===== config.mk =====
export PLATFORM = sky130hd
export DESIGN_NAME = elf_header_parser_top
export DESIGN_NICKNAME = d
export VERILOG_FILES = /design/src/hw/rtl/ehp_pkg.sv /design/src/hw/rtl/elf_header_parser_top.sv /design/src/hw/rtl/ehp_front.sv /design/src/hw/rtl/ehp_back.sv
export VERILOG_INCLUDE_DIRS = /design/src /design/src/hw/rtl
export SDC_FILE = /design/constraint.sdc
export NUM_CORES = 1
export LEC_CHECK = 0
export CORE_ASPECT_RATIO = 1.2
export CORE_MARGIN = 2
export CORE_UTILIZATION = 25
export CTS_BUF_LIST = sky130_fd_sc_hd__clkbuf_8
export DETAILED_ROUTE_END_ITERATION = 8
export DONT_BUFFER_PORTS = 1
export GPL_TIMING_DRIVEN = 1
export REMOVE_ABC_BUFFERS = 1
export SLEW_MARGIN = 20
export SYNTH_ARGS = -nofsm -noshare
export SYNTH_HDL_FRONTEND = slang
export SYNTH_SLANG_ARGS = --single-unit

===== constraint.sdc =====
create_clock -name clock -period 6.4 [get_ports clock]
set_clock_uncertainty 0.2 [all_clocks]
set_input_delay 1.92 -clock clock [delete_from_list [all_inputs] [get_ports clock]]
set_output_delay 1.92 -clock clock [all_outputs]
set_load 0.01 [all_outputs]

===== src/hw/rtl/elf_header_parser_top_defines.svh =====
// ----------------------------------------------------------------------------
// ELF header parser assertion macros
// Shared concurrent assertion helpers; compiled out with NO_ASSERTIONS.
// ----------------------------------------------------------------------------
`ifndef ELF_HEADER_PARSER_TOP_DEFINES_SVH
`define ELF_HEADER_PARSER_TOP_DEFINES_SVH

`ifndef NO_ASSERTIONS
// same-cycle implication
`define EHP_ASSERT_IMPL(label, clk, rst, ante, cons) \
   label: assert property (@(posedge clk) disable iff (rst) (ante) |-> (cons)) \
      else $error("assertion failed");
// next-cycle implication
`define EHP_ASSERT_NEXT(label, clk, rst, ante, cons) \
   label: assert property (@(posedge clk) disable iff (rst) (ante) |=> (cons)) \
      else $error("assertion failed");
`else
`define EHP_ASSERT_IMPL(label, clk, rst, ante, cons)
`define EHP_ASSERT_NEXT(label, clk, rst, ante, cons)
`endif

`endif


===== src/hw/rtl/ehp_pkg.sv =====
// ----------------------------------------------------------------------------
// ehp_pkg
// Types, codes and tables shared by the ELF header parser modules.
// ----------------------------------------------------------------------------
package ehp_pkg;

   localparam int IDENT_LEN   = 16;
   localparam int HDR_FIELDS  = 13;
   localparam int QUEUE_DEPTH = 2;

   localparam logic [4:0] HDR_ID_BASE = 5'd16;

   typedef enum logic [1:0] {
      OP_DATA    = 2'd0,
      OP_END     = 2'd1,
      OP_RESTART = 2'd2,
      OP_UNUSED  = 2'd3
   } op_type;

   typedef enum logic [1:0] {
      ST_OK        = 2'd0,
      ST_EARLY_END = 2'd1,
      ST_BAD_MAGIC = 2'd2
   } status_type;

   // classified command held in the queue
   typedef struct packed {
      op_type      op;
      logic [7:0]  data;
   } cmd_type;

   function automatic logic [7:0] magic_byte(logic [1:0] idx);
      logic [7:0] m;
      case (idx)
         2'd0:    m = 8'h7F;
         2'd1:    m = 8'h45;
         2'd2:    m = 8'h4C;
         default: m = 8'h46;
      endcase
      return m;
   endfunction

   // header field width in bytes; wide selects the 64-bit layout
   function automatic logic [3:0] field_size(logic [3:0] fc, logic wide);
      logic [3:0] s;
      case (fc)
         4'd2, 4'd6:        s = 4'd4;
         4'd3, 4'd4, 4'd5:  s = wide ? 4'd8 : 4'd4;
         default:           s = 4'd2;
      endcase
      return s;
   endfunction

endpackage


===== src/hw/rtl/elf_header_parser_top.sv =====
// ----------------------------------------------------------------------------
// elf_header_parser_top
// Byte-stream ELF file header parser with decoupled intake and parse stages.
// ----------------------------------------------------------------------------
// The block takes an ELF file one byte per request transaction and returns one
// response transaction per identification byte (field ids 0..15) and per
// assembled header field (ids 16..28, file type through section name string
// index), zero extended to 64 bits. Class 1/2 picks the 32/64-bit layout of
// entry, phoff and shoff; data encoding 1/2 picks little/big-endian assembly,
// any other encoding yields zero values. Bad magic ends the header on ident
// byte 15 with status 2; an unknown class ends it there with status 0. An
// end-of-input op before the header completes returns status 1 for the
// pending field. A restart op clears the parse state and returns nothing;
// op 3 is dropped.
// Throughput is one byte per clock while responses are taken: the parse
// stage updates a 64-bit accumulator and small counters once per command,
// and its result lands in an output register. A request goes through the
// command queue of QUEUE_DEPTH entries between intake and parse, then the
// parse stage; that stage keeps consuming while a response waits only if
// that response is being taken in the same cycle.
// ----------------------------------------------------------------------------
module elf_header_parser_top #(
   parameter int QUEUE_DEPTH = ehp_pkg::QUEUE_DEPTH  // two or more entries
) (
   input  logic        clock,
   input  logic        reset,
   // request channel: one op and byte per transaction
   input  logic        req_valid,
   output logic        req_ready,
   input  logic [1:0]  req_op,
   input  logic [7:0]  req_in_byte,
   // response channel: one field per transaction
   output logic        rsp_valid,
   input  logic        rsp_ready,
   output logic [4:0]  rsp_field_id,
   output logic [63:0] rsp_field_value,
   output logic [1:0]  rsp_status,
   output logic        rsp_last
);

   // classified commands between intake and parse
   logic             cmd_valid;
   logic             cmd_ready;
   ehp_pkg::cmd_type cmd;

   // intake: op decode and command queue
   ehp_front #(
      .DEPTH (QUEUE_DEPTH)
   ) u_front (
      .clock       (clock),
      .reset       (reset),
      .req_valid   (req_valid),
      .req_ready   (req_ready),
      .req_op      (req_op),
      .req_in_byte (req_in_byte),
      .cmd_valid   (cmd_valid),
      .cmd_ready   (cmd_ready),
      .cmd         (cmd)
   );

   // parse: ident checks, field assembly, response register
   ehp_back u_back (
      .clock           (clock),
      .reset           (reset),
      .cmd_valid       (cmd_valid),
      .cmd_ready       (cmd_ready),
      .cmd             (cmd),
      .rsp_valid       (rsp_valid),
      .rsp_ready       (rsp_ready),
      .rsp_field_id    (rsp_field_id),
      .rsp_field_value (rsp_field_value),
      .rsp_status      (rsp_status),
      .rsp_last        (rsp_last)
   );

endmodule


===== src/hw/rtl/ehp_front.sv =====
// ----------------------------------------------------------------------------
// ehp_front
// Accepts request transactions, classifies the op and queues commands.
// ----------------------------------------------------------------------------
`include "elf_header_parser_top_defines.svh"

module ehp_front #(
   parameter int DEPTH = ehp_pkg::QUEUE_DEPTH
) (
   input  logic             clock,
   input  logic             reset,
   input  logic             req_valid,
   output logic             req_ready,
   input  logic [1:0]       req_op,
   input  logic [7:0]       req_in_byte,
   output logic             cmd_valid,
   input  logic             cmd_ready,
   output ehp_pkg::cmd_type cmd
);

   localparam int PTR_W = $clog2(DEPTH);
   localparam int CNT_W = $clog2(DEPTH + 1);

   ehp_pkg::cmd_type  q_ff [DEPTH];
   logic [PTR_W-1:0]  wr_ptr_ff, wr_ptr_in;
   logic [PTR_W-1:0]  rd_ptr_ff, rd_ptr_in;
   logic [CNT_W-1:0]  count_ff, count_in;
   logic              push, pop;
   ehp_pkg::cmd_type  new_cmd;

   assign req_ready = (count_ff != CNT_W'(DEPTH));
   assign cmd_valid = (count_ff != '0);
   assign cmd       = q_ff[rd_ptr_ff];
   assign pop       = cmd_valid && cmd_ready;

   // unused op code is dropped here: no state change, no result
   assign push = req_valid && req_ready &&
                 (ehp_pkg::op_type'(req_op) != ehp_pkg::OP_UNUSED);

   assign new_cmd.op   = ehp_pkg::op_type'(req_op);
   assign new_cmd.data = req_in_byte;

   always_comb begin
      wr_ptr_in = wr_ptr_ff;
      rd_ptr_in = rd_ptr_ff;
      count_in  = count_ff;
      if (push) begin
         wr_ptr_in = (wr_ptr_ff == PTR_W'(DEPTH - 1)) ? '0 : wr_ptr_ff + 1'b1;
      end
      if (pop) begin
         rd_ptr_in = (rd_ptr_ff == PTR_W'(DEPTH - 1)) ? '0 : rd_ptr_ff + 1'b1;
      end
      if (push && !pop) begin
         count_in = count_ff + 1'b1;
      end else if (pop && !push) begin
         count_in = count_ff - 1'b1;
      end
   end

   always_ff @(posedge clock) begin
      if (reset) begin
         wr_ptr_ff <= '0;
         rd_ptr_ff <= '0;
         count_ff  <= '0;
      end else begin
         wr_ptr_ff <= wr_ptr_in;
         rd_ptr_ff <= rd_ptr_in;
         count_ff  <= count_in;
      end
   end

   always_ff @(posedge clock) begin
      if (push) begin
         q_ff[wr_ptr_ff] <= new_cmd;
      end
   end

   `EHP_ASSERT_IMPL(a_count_bound, clock, reset, 1'b1, count_ff <= CNT_W'(DEPTH))
   `EHP_ASSERT_NEXT(a_push_visible, clock, reset, push && !pop, cmd_valid)
   `EHP_ASSERT_IMPL(a_ready_has_room, clock, reset, req_ready, count_ff < CNT_W'(DEPTH))

endmodule


===== src/hw/rtl/ehp_back.sv =====
// ----------------------------------------------------------------------------
// ehp_back
// Header parse state and result register; one command per cycle unless a response is held.
// ----------------------------------------------------------------------------
`include "elf_header_parser_top_defines.svh"

module ehp_back (
   input  logic             clock,
   input  logic             reset,
   input  logic             cmd_valid,
   output logic             cmd_ready,
   input  ehp_pkg::cmd_type cmd,
   output logic             rsp_valid,
   input  logic             rsp_ready,
   output logic [4:0]       rsp_field_id,
   output logic [63:0]      rsp_field_value,
   output logic [1:0]       rsp_status,
   output logic             rsp_last
);

   logic [4:0]  pos_ff, pos_in;
   logic [63:0] acc_ff, acc_in;
   logic [3:0]  fc_ff, fc_in;
   logic [2:0]  bif_ff, bif_in;
   logic        magic_ok_ff, magic_ok_in;
   logic        cls32_ff, cls32_in;
   logic        cls64_ff, cls64_in;
   logic        enc_le_ff, enc_le_in;
   logic        enc_be_ff, enc_be_in;
   logic        finished_ff, finished_in;

   logic        rsp_valid_ff;
   logic [4:0]  id_ff;
   logic [63:0] value_ff;
   logic [1:0]  status_ff;
   logic        last_ff;

   logic                 pop;
   logic                 emit;
   logic [4:0]           e_id;
   logic [63:0]          e_val;
   ehp_pkg::status_type  e_st;
   logic                 e_last;

   assign cmd_ready = !rsp_valid_ff || rsp_ready;
   assign pop       = cmd_valid && cmd_ready;

   always_comb begin
      logic [3:0]  fc_c;
      logic [3:0]  size;
      logic [63:0] acc_nx;
      logic [63:0] byte_ext;

      pos_in      = pos_ff;
      acc_in      = acc_ff;
      fc_in       = fc_ff;
      bif_in      = bif_ff;
      magic_ok_in = magic_ok_ff;
      cls32_in    = cls32_ff;
      cls64_in    = cls64_ff;
      enc_le_in   = enc_le_ff;
      enc_be_in   = enc_be_ff;
      finished_in = finished_ff;
      emit        = 1'b0;
      e_id        = pos_ff;
      e_val       = '0;
      e_st        = ehp_pkg::ST_OK;
      e_last      = 1'b0;

      fc_c     = (fc_ff < 4'(ehp_pkg::HDR_FIELDS)) ? fc_ff : 4'(ehp_pkg::HDR_FIELDS - 1);
      size     = ehp_pkg::field_size(fc_c, cls64_ff);
      byte_ext = {56'd0, cmd.data};
      if (enc_le_ff) begin
         acc_nx = acc_ff | (byte_ext << {bif_ff, 3'b000});
      end else if (enc_be_ff) begin
         acc_nx = {acc_ff[55:0], cmd.data};
      end else begin
         acc_nx = acc_ff;
      end

      if (pop) begin
         case (cmd.op)
            ehp_pkg::OP_RESTART: begin
               pos_in      = '0;
               acc_in      = '0;
               fc_in       = '0;
               bif_in      = '0;
               magic_ok_in = 1'b1;
               cls32_in    = 1'b0;
               cls64_in    = 1'b0;
               enc_le_in   = 1'b0;
               enc_be_in   = 1'b0;
               finished_in = 1'b0;
            end
            ehp_pkg::OP_END: begin
               if (!finished_ff) begin
                  emit        = 1'b1;
                  e_id        = (pos_ff < 5'(ehp_pkg::IDENT_LEN)) ?
                                pos_ff : ehp_pkg::HDR_ID_BASE + {1'b0, fc_c};
                  e_st        = ehp_pkg::ST_EARLY_END;
                  e_last      = 1'b1;
                  finished_in = 1'b1;
               end
            end
            ehp_pkg::OP_DATA: begin
               if (!finished_ff) begin
                  if (pos_ff < 5'(ehp_pkg::IDENT_LEN)) begin
                     emit   = 1'b1;
                     e_id   = pos_ff;
                     e_val  = byte_ext;
                     pos_in = pos_ff + 1'b1;
                     if (pos_ff < 5'd4 && cmd.data != ehp_pkg::magic_byte(pos_ff[1:0])) begin
                        magic_ok_in = 1'b0;
                     end
                     if (pos_ff == 5'd4) begin
                        cls32_in = (cmd.data == 8'd1);
                        cls64_in = (cmd.data == 8'd2);
                     end
                     if (pos_ff == 5'd5) begin
                        enc_le_in = (cmd.data == 8'd1);
                        enc_be_in = (cmd.data == 8'd2);
                     end
                     if (pos_ff == 5'(ehp_pkg::IDENT_LEN - 1)) begin
                        if (!magic_ok_ff) begin
                           e_st        = ehp_pkg::ST_BAD_MAGIC;
                           e_last      = 1'b1;
                           finished_in = 1'b1;
                        end else if (!(cls32_ff || cls64_ff)) begin
                           e_last      = 1'b1;
                           finished_in = 1'b1;
                        end
                     end
                  end else if (({1'b0, bif_ff} + 4'd1) >= size) begin
                     emit   = 1'b1;
                     e_id   = ehp_pkg::HDR_ID_BASE + {1'b0, fc_c};
                     e_val  = acc_nx;
                     e_last = (fc_c == 4'(ehp_pkg::HDR_FIELDS - 1));
                     acc_in = '0;
                     bif_in = '0;
                     fc_in  = fc_c + 1'b1;
                     if (e_last) begin
                        finished_in = 1'b1;
                     end
                  end else begin
                     acc_in = acc_nx;
                     bif_in = bif_ff + 1'b1;
                  end
               end
            end
            default: begin
            end
         endcase
      end
   end

   always_ff @(posedge clock) begin
      if (reset) begin
         pos_ff       <= '0;
         acc_ff       <= '0;
         fc_ff        <= '0;
         bif_ff       <= '0;
         magic_ok_ff  <= 1'b1;
         cls32_ff     <= 1'b0;
         cls64_ff     <= 1'b0;
         enc_le_ff    <= 1'b0;
         enc_be_ff    <= 1'b0;
         finished_ff  <= 1'b0;
         rsp_valid_ff <= 1'b0;
      end else begin
         pos_ff       <= pos_in;
         acc_ff       <= acc_in;
         fc_ff        <= fc_in;
         bif_ff       <= bif_in;
         magic_ok_ff  <= magic_ok_in;
         cls32_ff     <= cls32_in;
         cls64_ff     <= cls64_in;
         enc_le_ff    <= enc_le_in;
         enc_be_ff    <= enc_be_in;
         finished_ff  <= finished_in;
         if (emit) begin
            rsp_valid_ff <= 1'b1;
         end else if (rsp_ready) begin
            rsp_valid_ff <= 1'b0;
         end
      end
   end

   // result payload, loaded only with a new result
   always_ff @(posedge clock) begin
      if (emit) begin
         id_ff     <= e_id;
         value_ff  <= e_val;
         status_ff <= e_st;
         last_ff   <= e_last;
      end
   end

   assign rsp_valid       = rsp_valid_ff;
   assign rsp_field_id    = id_ff;
   assign rsp_field_value = value_ff;
   assign rsp_status      = status_ff;
   assign rsp_last        = last_ff;

   `EHP_ASSERT_IMPL(a_err_is_last, clock, reset,
      rsp_valid_ff && status_ff != ehp_pkg::ST_OK, last_ff)
   `EHP_ASSERT_IMPL(a_quiet_when_done, clock, reset,
      pop && finished_ff, !emit)
   `EHP_ASSERT_IMPL(a_pos_bound, clock, reset, 1'b1, pos_ff <= 5'(ehp_pkg::IDENT_LEN))
   `EHP_ASSERT_IMPL(a_fc_bound, clock, reset, 1'b1, fc_ff <= 4'(ehp_pkg::HDR_FIELDS))

endmodule

Word-level counts from Yosys, hierarchy flattened
Memories as Yosys holds them, arrays and structs flattened. A register that Yosys moved wholly into a read port is not among the register bits.
Cells that the tools add are included.

storage, ports and cells
  bits in registers = 159
  RAM bits = 20
  input bits = 14
  output and inout port bits = 74
  logic and storage cells = 180
  memories = 1

cells by class
  add/sub/neg operators = 9
  order comparisons = 4
  equality and inequality tests = 25
  shift-type cells = 1
  mux-type cells = 88
  bitwise logic cells = 4
  reduce and logical (&&, ||, !) cells = 29

memories
  name          depth  bits a word  read ports  clocked after Yosys merged registers in  wr ports  RTL line         text
  u_front.q_ff  2      10           1           1                                        1         ehp_front.sv:24  ehp_pkg::cmd_type q_ff [DEPTH];

operators with widths
  operator              count
  $mux W64              5
  $pmux W64 S2          1
  $or A64 B64 Y64       1
  $shl A8 B6 Y64        1
  $mux W8               6
  $mux W5               8
  $mux W1               39
  $mux W4               5
  $pmux W5 S2           2
  $reduce_and A5 Y1     4
  $pmux W6 S3           1
  $pmux W4 S2           2
  $pmux W1 S2           7
  $eq A4 B3 Y1 const B  3
  $mux W2               6
  $eq A5 B3 Y1 const B  2
  $ne A2 B1 Y1 const B  5
  $mux W3               3
  $eq A4 B2 Y1 const B  2
  $eq A8 B1 Y1 const B  1
  $eq A8 B2 Y1 const B  1
  $ne A2 B2 Y1 const B  4
  $ne A8 B8 Y1          1
  $reduce_and A4 Y1     2
  30 further kinds      48

Logic depth before layout (Yosys ltp)
  word-level depth = 12
  mapped depth = 17
  gate-level depth less buffers = 14

Cells and area by module
From an unflattened synthesis, not the netlist that was laid out.

second synthesis, totals
  cell total of the unflattened synthesis = 913
  area, all modules = 9659.3 µm²

by module, submodules not included
  module     times used  cells an instance  area each (µm²)  sequential area each (µm²)
  ehp_back   1           857                8697.1           3823.7
  ehp_front  1           56                 962.2            700.7

Least setup slack after synthesis
OpenSTA, ideal clock, no wires.

  path type = flip-flop to flip-flop
  start = register u_back.fc_ff[2]
  end = register u_back.id_ff[0] (netlist: u_back.rsp_field_id[0]) (enable)
  library setup time = 547 ps
  arrival = 6092 ps
  data required time = 5653 ps
  slack = -439 ps
  stages on the path, launching flop included = 14
  path buffers = 1
  clock period less this slack = 6839 ps
  path through = dfxtp_1 clkbuf_1 nand2_1 and2_1 inv_1 ha_1 nor2_1 a21oi_1 nor2b_1 o21bai_1 ha_1 nand2_1 o21a_1 a31oi_1

between the ends
  word-level cells in the longest chain between the ends = 11
  elaborated cells on any way between the ends = 16
  those cells by class = 2 x order compare; 5 x eq/ne; 7 x mux; 2 x reduce/logical

RTL lines
  item                                                  RTL line         text
  start, declared                                       ehp_back.sv:23   logic [3:0] fc_ff, fc_in;
  start signal, assigned                                ehp_back.sv:172  fc_ff <= fc_in;
  $lt A4 B4 Y1                                          ehp_back.sv:70   fc_c = (fc_ff < 4'(ehp_pkg::HDR_FIELDS)) ? fc_ff : 4'(ehp_pkg::HDR_FIELDS - 1);
  $mux W4 (*)                                           ehp_back.sv:70
  $eq A4 B2 Y1 or $eq A4 B3 Y1 (tied branches)          ehp_pkg.sv:46    case (fc)
  $reduce_or A3 Y1 or $reduce_or A2 Y1 (tied branches)  ehp_pkg.sv:46
  $pmux W4 S2 (*)                                       ehp_pkg.sv:46
  $ge A4 B4 Y1 (*)                                      ehp_back.sv:133  end else if (({1'b0, bif_ff} + 4'd1) >= size) begin
  $mux W1 (*)                                           ehp_back.sv:133
  $mux W1 (*)                                           ehp_back.sv:107  if (pos_ff < 5'(ehp_pkg::IDENT_LEN)) begin
  $mux W1 (*)                                           ehp_back.sv:106  if (!finished_ff) begin
  $pmux W1 S2 (*)                                       ehp_back.sv:82   case (cmd.op)
  $mux W1 (*)                                           ehp_back.sv:81   if (pop) begin
  named net u_back.emit                                 ehp_back.sv:39   logic emit;
  end signal, assigned                                  ehp_back.sv:191  id_ff <= e_id;
  end, declared                                         ehp_back.sv:33   logic [4:0] id_ff;

The timed path passes the listed nets; every way through them passes the cells marked *.
A chain may end at the register's enable or synchronous reset.

Worst setup path in the final report
  start = register u_back.fc_ff[2]
  end = register u_back.value_ff[1] (netlist: u_back.rsp_field_value[1]) (data pin)

between the ends
  word-level cells in the longest chain between the ends = 8
  elaborated cells on any way between the ends = 13
  those cells by class = 2 x order compare; 5 x eq/ne; 4 x mux; 2 x reduce/logical

RTL lines
  item                                                  RTL line         text
  $lt A4 B4 Y1                                          ehp_back.sv:70
  $mux W4 (*)                                           ehp_back.sv:70
  $eq A4 B2 Y1 or $eq A4 B3 Y1 (tied branches)          ehp_pkg.sv:46
  $reduce_or A3 Y1 or $reduce_or A2 Y1 (tied branches)  ehp_pkg.sv:46
  $pmux W4 S2 (*)                                       ehp_pkg.sv:46
  $ge A4 B4 Y1 (*)                                      ehp_back.sv:133
  $mux W8 (*)                                           ehp_back.sv:133
  $mux W8 (*)                                           ehp_back.sv:107
  end signal, assigned                                  ehp_back.sv:192  value_ff <= e_val;
  end, declared                                         ehp_back.sv:34   logic [63:0] value_ff;

Mark *: on every way between the ends. The rest lies on a longest branch, timed or not.

==> flow_summary.toml <==
[status]
outcome = "finished, final reports clean"

[global_route]
met1_usage_pct = 16.0
use_met3_pct = 4.15
busiest_layer = "met2"
grt_overflow = 0
grt_pass1_vias = 6124
use_met2_pct = 23.0
antenna_found_initial = 0
grt_max_degree = 63
track_usage_pct = 13.6
grt_pass1_wl_mm = 36.1

[floorplan]
die_w_um = 172
die-area_sq_um = 35200
io_pins = 88
die_h_um = 205
rows = 73
start_util_pct = 25.4
core_sq_um = 33200

[clocking]
clock_path_buffers = 2
clkTransAtPathRegs_ns = 0.10
clkLatencyLatePin_ns = 0.47
numCtsBuffers = 17
htree_levels = 4
cts-root-buf = "clkbuf_8"
postCtsSetupRepairBufs = 0
hold_buffers = 0
cts.sinks = 180
ctsResizeCount = 0
tritoncts = "yes"

[min_path]
min_path_type = "reg -> reg"
holdPathStages = 2
hold_path_startpoint = "u_back.acc_ff[11]$_SDFFE_PP0P_"
min_to = "u_back.acc_ff[11]$_SDFFE_PP0P_"

[drt]
vias = 6272
wl_mm = 23.6
routedWlPerCell_um = 18.7
drc = 0
ant_nets = 0
initialDrtViolationCount = 481
vias_per_cell = 4.97
firstDrtPassIters = 5

[sta]
fin_ws_ns = 2.37
tightestPinTransition_ns = 1.17
worst_hold_slack_ns = 0.270
hold_viol = 0
finalSetupViolCount = 0
max_freq_mhz = 248
slew-limit-headroom_pct = 20.8
drv_slew = 0
tns_ns = 0
min_period_ns = 4.03
finalCritPeriodShare_pct = 63.0
rsz0062_at_grt = "no"

[layout]
fin_util_pct = 27.8
layout-drive-gt1-share_pct = 8.99
nNetsFinal = 827
final_common_cell = "nor2_1"
diodes = 0
final_cell_count_no_fill = 1262
syn_to_final_growth_pct = 9.42
fin_area_sq_um = 9230
final_cell_mix = "nor2_1 (94), edfxtp_1 (92), dfxtp_1 (88), nand2_1 (86), a21oi_1 (65)"

[synth]
synth_flop_cell = "edfxtp_1"
synth_cell_type_count = 63
synth_cells = 828
ys_seq_area_share_pct = 53.6
synth_compound_area_share_pct = 19.1
synthAdderAreaFrac_pct = 2.08
netlist.area_leader.share_pct = 32.8
ys_ff_latch = 180
synth-xor-area-share_pct = 1.04
yosysWarnings = 0
synth_top_family_by_area = "compound AO/OA/AOI/OAI gates"
netlist_area_sq_um = 8430
synth_mux_area_share_pct = 5.46
async_reset_ff_share_pct = 0
synthTopCellsByArea = "edfxtp_1 (33%), dfxtp_1 (21%), nor2_1 (4.2%)"
avgSynthCellArea_sq_um = 10.2
synth-edff-count = 92
yosysTopAreaCell = "edfxtp_1"
yosys.area_share.simple_pct = 15.0

[setup_path]
worst-path-max-fanout = 29
end_kind = "register"
crit_required_ns = 6.41
critical_path.startpoint_type = "register"
reg2reg_to = "u_back.rsp_field_value[1]$_SDFFCE_PP0P_"
r2r_cells = 14
crit_type = "reg -> reg"
crit_arrival_ns = 4.04
r2r-start = "u_back.fc_ff[2]$_SDFFE_PP0P_"
rrSetupSlack_ns = 2.37

[placement]
gp_congestion = 0.831
dpl_worst_slack_ns = 2.02
post_dp_cell_area_sq_um = 8850
dpl.hpwl_mm = 16.1
port_buffers = 0
dp_cells = 1230

[run]
max_cap_violations = 0

[power_and_ir_drop]
leakage_nw = 2.97
ir_drop_mv = 0.133
p_per_area_nw_per_um2 = 316
total_power_mw = 2.92
==> layer usage <==
metal / wire length (um) / vias to the layer above
met5: 0 / -
met4: 779 / 0
met3: 1460 / 41
met2: 11600 / 172
met1: 9700 / 3085
li1: - / 2974
==> Yosys cell counts, types with 3 or more instances <==
master    count
a21oi_1      65
o22ai_1      16
ha_1         14
o21ai_1       8
a31oi_1       3
nor4_1        3
edfxtp_1     92
or2_2         3
and3_1        5
nand3b_1      4
nand2_1      87
nand2b_1      6
dfxtp_1      88
o41a_1        8
a22oi_1      11
nand4_1       4
buf_4         5
clkbuf_1     35
a22o_1       16
a211oi_1     18
buf_2        13
xnor2_1       3
o21ai_0      58
nor3_1       23
inv_1        12
o21bai_1      3
o31ai_1      17
mux2i_1      31
nor2b_1       4
xor2_1        7
and2_1       19
nor2_1       95
mux2_2       10
nand3_1       3
==> where the power goes <==
part / switching, mW / total [mW] / leakage (nW) / internal (mW)
sequential: 0.151 / 1.56 / 1.58 / 1.41
clock: 0.438 / 0.735 / 0.195 / 0.297
combinational: 0.450 / 0.621 / 1.19 / 0.170
==> cell type report <==
type | instances | area [sq um]
Timing Repair Buffer | 9 | 67.6
Multi-Input combinational cell | 579 | 3660
Clock buffer | 19 | 262
Inverter | 12 | 45.0
Fill cell | 3481 | 23900
Tap cell | 450 | 563
Sequential cell | 180 | 4520
Clock inverter | 13 | 103
==> sequential cells by signal, indices dropped and copies added (netlist names), named ones only <==
signal / cells
u_front.wr_ptr_ff: 1
u_back.enc_be_ff: 1
u_back.pos_ff: 5
u_back.acc_ff: 64
u_back.enc_le_ff: 1
u_front.q_ff: 20
u_back.rsp_field_value: 64
u_back.rsp_field_id: 5
u_front.count_ff: 2
u_back.rsp_status: 2
u_back.magic_ok_ff: 1
u_back.cls64_ff: 1
u_back.cls32_ff: 1
u_back.rsp_valid: 1
u_back.rsp_last: 1
u_front.rd_ptr_ff: 1
u_back.fc_ff: 4
u_back.bif_ff: 3
u_back.finished_ff: 1
==> how the worst max path moves through the flow <==
stage                                       startpoint                                 endpoint  cells after the start
after CTS                 u_back.fc_ff[2]$_SDFFE_PP0P_  u_back.rsp_field_value[1]$_SDFFCE_PP0P_                     14
after global placement                       rsp_ready  u_back.rsp_field_value[3]$_SDFFCE_PP0P_                      6
after detailed placement                     rsp_ready           u_back.acc_ff[25]$_SDFFE_PP0P_                      5
final                     u_back.fc_ff[2]$_SDFFE_PP0P_  u_back.rsp_field_value[1]$_SDFFCE_PP0P_                     14
after global routing      u_back.fc_ff[2]$_SDFFE_PP0P_  u_back.rsp_field_value[1]$_SDFFCE_PP0P_                     14
after floorplan           u_back.fc_ff[2]$_SDFFE_PP0P_         u_back.rsp_field_id[0]$_DFFE_PP_                     12
==> worst max-delay path: stages (launching register included) <==
cell	delay, ns
dfxtp_1	0.51
nand2_1	0.15
and2_1	0.22
inv_1	0.13
ha_1	0.19
nor2_1	0.05
a21oi_1	0.22
o21bai_1	0.10
ha_1	0.29
a21boi_0	0.25
o21a_1	0.34
nor2_1	0.13
nand2_2	0.51
buf_4	0.37
o22ai_1	0.10
==> logic make-up (layout without fill, tap and decap cells) <==
| logic type | after synthesis | in the layout |
|---|---|---|
| adder cells (fa/ha/maj) | 14 | 14 |
| AO/OA/AOI/OAI | 243 | 243 |
| AND/OR/NAND/NOR | 269 | 269 |
| multiplexers | 43 | 43 |
| flip-flops | 180 | 180 |
| buffers and inverters | 69 | 53 |
| XOR/XNOR | 10 | 10 |
No activity file was read; power rests on OpenSTA's default activity.
